--- config.mk ---
export PLATFORM = sky130hd
export DESIGN_NAME = ssva_cell
export DESIGN_NICKNAME = d
export VERILOG_FILES = /design/src/rtl/ssva_pkg.sv /design/src/rtl/ssva_cell.sv
export SDC_FILE = /design/constraint.sdc
export NUM_CORES = 1
export LEC_CHECK = 0
export BUFFER_PORTS_ARGS = -buffer_cell sky130_fd_sc_hd__clkbuf_2
export CAP_MARGIN = 20
export CORE_AREA = 2 2 116 118
export CTS_CLUSTER_SIZE = 25
export DETAILED_ROUTE_END_ITERATION = 6
export DIE_AREA = 0 0 118 120
export GPL_TIMING_DRIVEN = 0
export MAX_ROUTING_LAYER = met4
export PLACE_DENSITY = 0.73
export SLEW_MARGIN = 20
export SYNTH_ARGS = -nofsm -noshare
export SYNTH_HDL_FRONTEND = slang
export SYNTH_SLANG_ARGS = --single-unit
--- constraint.sdc ---
create_clock -name clk -period 5.8 [get_ports clk]
set_clock_uncertainty 0.1 [all_clocks]
set_input_delay 0.87 -clock clk [delete_from_list [all_inputs] [get_ports clk]]
set_output_delay 0.87 -clock clk [all_outputs]
set_load 0.05 [all_outputs]
--- src/rtl/ssva_pkg.sv ---
`timescale 1ns / 1ps
`default_nettype none

package ssva_pkg;

  localparam int KEY_W  = 31;
  localparam int COEF_W = 64;
  localparam int ENT_W  = KEY_W + COEF_W;

  typedef logic [1:0] kind_t;
  localparam kind_t KIND_ACC   = 2'd0;
  localparam kind_t KIND_OVW   = 2'd1;
  localparam kind_t KIND_CLEAR = 2'd2;
  localparam kind_t KIND_READ  = 2'd3;

  typedef logic [2:0] status_t;
  localparam status_t ST_UPDATED  = 3'd0;
  localparam status_t ST_INSERTED = 3'd1;
  localparam status_t ST_DROPPED  = 3'd2;
  localparam status_t ST_FULL     = 3'd3;
  localparam status_t ST_READ_OK  = 3'd4;
  localparam status_t ST_READ_BAD = 3'd5;

  localparam logic [2:0] REG_STORE_ZEROS = 3'd0;

  // broadcast to every cell of the chain
  typedef struct packed {
    logic              cmp;
    logic              ins;
    logic              upd;
    logic              rd;
    logic [KEY_W-1:0]  key;
    logic [COEF_W-1:0] coef;
  } cell_ctl_t;

  function automatic logic [COEF_W-1:0] sat_add(input logic [COEF_W-1:0] a,
                                                input logic [COEF_W-1:0] b);
    logic [COEF_W-1:0] s;
    begin
      s = a + b;
      if ((a[COEF_W-1] == b[COEF_W-1]) && (s[COEF_W-1] != a[COEF_W-1])) begin
        sat_add = a[COEF_W-1] ? {1'b1, {(COEF_W-1){1'b0}}} : {1'b0, {(COEF_W-1){1'b1}}};
      end else begin
        sat_add = s;
      end
    end
  endfunction

endpackage

`default_nettype wire

--- src/rtl/ssva_cell.sv ---
`timescale 1ns / 1ps
`default_nettype none

module ssva_cell
  import ssva_pkg::*;
#(
  parameter int POS = 0,
  parameter int CW  = 9
) (
  input  wire logic              clk,
  input  wire cell_ctl_t         ctl,
  input  wire logic [CW-1:0]     count,
  input  wire logic              left_lt,
  input  wire logic [KEY_W-1:0]  left_idx,
  input  wire logic [COEF_W-1:0] left_coef,
  output logic                   lt,
  output logic                   sel,
  output logic [KEY_W-1:0]       idx,
  output logic [COEF_W-1:0]      coef
);

  logic occupied;

  assign occupied = CW'(POS) < count;

  always_ff @(posedge clk) begin
    if (ctl.cmp) begin
      lt  <= occupied && (idx < ctl.key);
      sel <= ctl.rd ? (occupied && (ctl.key == KEY_W'(POS)))
                    : (occupied && (idx == ctl.key));
    end
    if (ctl.ins && !lt) begin
      // first cell not below the key takes the new entry, the rest shift up
      idx  <= left_lt ? ctl.key  : left_idx;
      coef <= left_lt ? ctl.coef : left_coef;
    end else if (ctl.upd && sel) begin
      coef <= ctl.coef;
    end
  end

endmodule

`default_nettype wire

==> results.txt <==
placed cells: 809
fin crit period: 2.18 ns
CTS Hold Bufs: 0
# H-tree levels: 3
via count: 4,010
Initial DRC Count: 183
clock share of power: 0.344
GR Overflow Total: 0
Crit Path Max Fanout: 3
HPWL Detailed: 11,600 um
post-synthesis adder-cell area fraction: 0.0781
CTS Buf Count: 9
sequential share of power: 0.440
Post-Synthesis Cells: 332
setup TNS: 0 ns
Hold Vio Cnt, Final: 0
Reg-to-Reg End: coef[21]$_DFFE_PP_
status: complete, no violations
initial antenna violation count: 0
Worst Path Required: 5.92 ns
Power Dens Cells: 274 nW/um2
nets@finish: 880
xor/xnor cell area share of the yosys netlist: 0
post-CTS setup buffers: 0
switching pwr: 0.567 mW
RSZ-0062 raised after global routing: no
FF+latch area: 2910 um2
Post-synth ARST share: 0
commonest cells after routing, fill and taps aside: 300 x clkbuf_2, 97 x edfxtp_1, 90 x mux2_2
Multi-input gate area: 1880 um2
Compound-Gate Fraction of Synth Area: 0.0295
min-delay src: ctl[98]
Mapped Nets: 568
Routed WL: 14,200 um
DIE AREA: 14,200 um2
critical path class: in2reg
# clock sinks: 97
crit path capture type: flop
Yosys cell types: 35
Worst R2R Setup Slack: 3.78 ns
commonest non-fill, non-tap cell in the layout: clkbuf_2
First-pass DRT Iterations: 4
Mapped Area: 4970 um2
Mapped Avg Cell Area: 15.0 um2
final cycle utilization of the critical path: 0.375
Layout area overhead: 41.9%
max_cap viols: 0
Die Span Y: 120 um
GRT Util Overall: 0.205
Worst Hold Endpoint: sel$_DFFE_PP_
endpoints failing setup: 0
hold path cells: 1
diode count: 0
vias in the first global route: 4,139
num rows: 42
Comb pwr share: 0.216
Filler cells: 1,103
FF+latch count, synth: 97
Synth Area in Simple Gates: 0.0534
relative slew slack: 0.517
PortBufs: 300
arrival time at the worst endpoint: 2.29 ns
Root Driver: clkbuf_16
total I/O pin count: 302
r2r startpoint: lt$_DFFE_PP_
Hold Crit Class: in2reg
Slew @ Worst Pin: 0.723 ns
WL/cell: 17.2 um
sw frac: 0.294
post-synthesis mux area share: 0.215
core area: 13,000 um2
ys flop type: edfxtp_1
clock buffer depth: 2
fin cells: 825
GPL Wtd Cong: 0.863
CTS-repair resized insts: 0
internal power: 1.36 mW
vias per std cell: 4.86
Clock transition at path regs: 0.07 ns
clk_lat worst skew: 0.35 ns
worst-case reg-to-reg path depth: 4
Final ANT Viol Nets: 0
CTS tree: yes
sequential area share after synthesis: 0.587
global-route wire length before repair: 21,600 um
startpoint types: primary input
Pins Over Slew Limit: 0
Initial Util: 0.383
leakage power: 3.26 nW
worst vdd ir: 0.137 mV
FMAX: 459 MHz
largest family of logic cells by synthesized area: multiplexers
Post-synth EDFFs: 97
fraction of layout cells with a size suffix above 1: 0.649
YS warnings: 0
# DRC: 0
die span in x: 118 um
largest net degree at the start of global routing: 60
[per-stage QoR]
stage	instance area [um2]	utilization	hold WS, ns	power [mW]	setup slack (ns)
2_1_floorplan	4970	-	0.882	1.13	2.92
3_3_place_gp	6690	0.515	0.724	1.27	2.21
3_5_place_dp	6720	0.518	0.675	1.28	3.28
4_1_cts	7050	0.543	0.643	1.95	3.65
5_1_grt	7050	0.543	0.658	1.99	3.50
6_report	7050	0.543	0.669	1.93	3.62
[final cells by class]
cell class / count / share of cell area
sequential: 97 / 0.413
clock buffer: 9 / 0.0320
tap: 176 / 0.0312
clock inverter: 7 / 0.0140
multi-input combinational: 193 / 0.266
timing repair buffer: 301 / 0.217
buffer: 10 / 0.00906
inverter: 32 / 0.0170
[synthesized netlist by cell type (all sizes together) (2+ instances only)]
library cell	number	area [um2]
nand4	5	31.3
nor2	8	37.5
mux2	95	1070
a21oi	12	63.8
nor4	8	65.1
buf	9	60.1
edfxtp	97	2910
inv	32	120
ha	31	388
o21ai	4	20.0
a211oi	2	15.0
and4	3	26.3
nand2	9	33.8
[how the worst max path moves through the flow]
stage / start / endpoint / depth (start not counted)
5_1_grt: ctl[66] / lt$_DFFE_PP_ / 8
4_1_cts: ctl[66] / lt$_DFFE_PP_ / 8
3_3_place_gp: ctl[97] / coef[26]$_DFFE_PP_ / 3
6_report: ctl[66] / lt$_DFFE_PP_ / 8
3_5_place_dp: ctl[66] / lt$_DFFE_PP_ / 8
2_1_floorplan: ctl[97] / coef[0]$_DFFE_PP_ / 2
[power by group through the flow]
stage	clock [mW]	combinational (mW)	sequential [mW]
floorplan	0	0.114	1.02
global placement	0	0.405	0.866
detailed placement	0	0.418	0.864
CTS	0.679	0.421	0.849
global route	0.696	0.445	0.853
finish	0.662	0.417	0.848
[critical path, stage by stage]
cell and delay, ns:
clkbuf_2 0.12, inv_1 0.05, ha_1 0.32, a21oi_1 0.17, a21oi_1 0.09, o31ai_1 0.28, o211ai_1 0.22, a21oi_2 0.17
[registers in the layout, summed over array words and instances (netlist names)]
name  count
coef     64
sel       1
idx      31
lt        1
[cell families after synthesis]
family | count (synthesis)
AOI/OAI and AO/OA | 24
adders and majority gates | 31
buffers and inverters | 42
DFF | 97
muxes | 95
and+or+nand+nor | 43
[layer usage]
layer / share of wire / track usage
met5: 0 / -
met4: 0.027 / 0.0941
met3: 0.053 / 0.0361
met2: 0.51 / 0.341
met1: 0.41 / 0.244
Note: power is estimated with default switching activity, not from simulation.
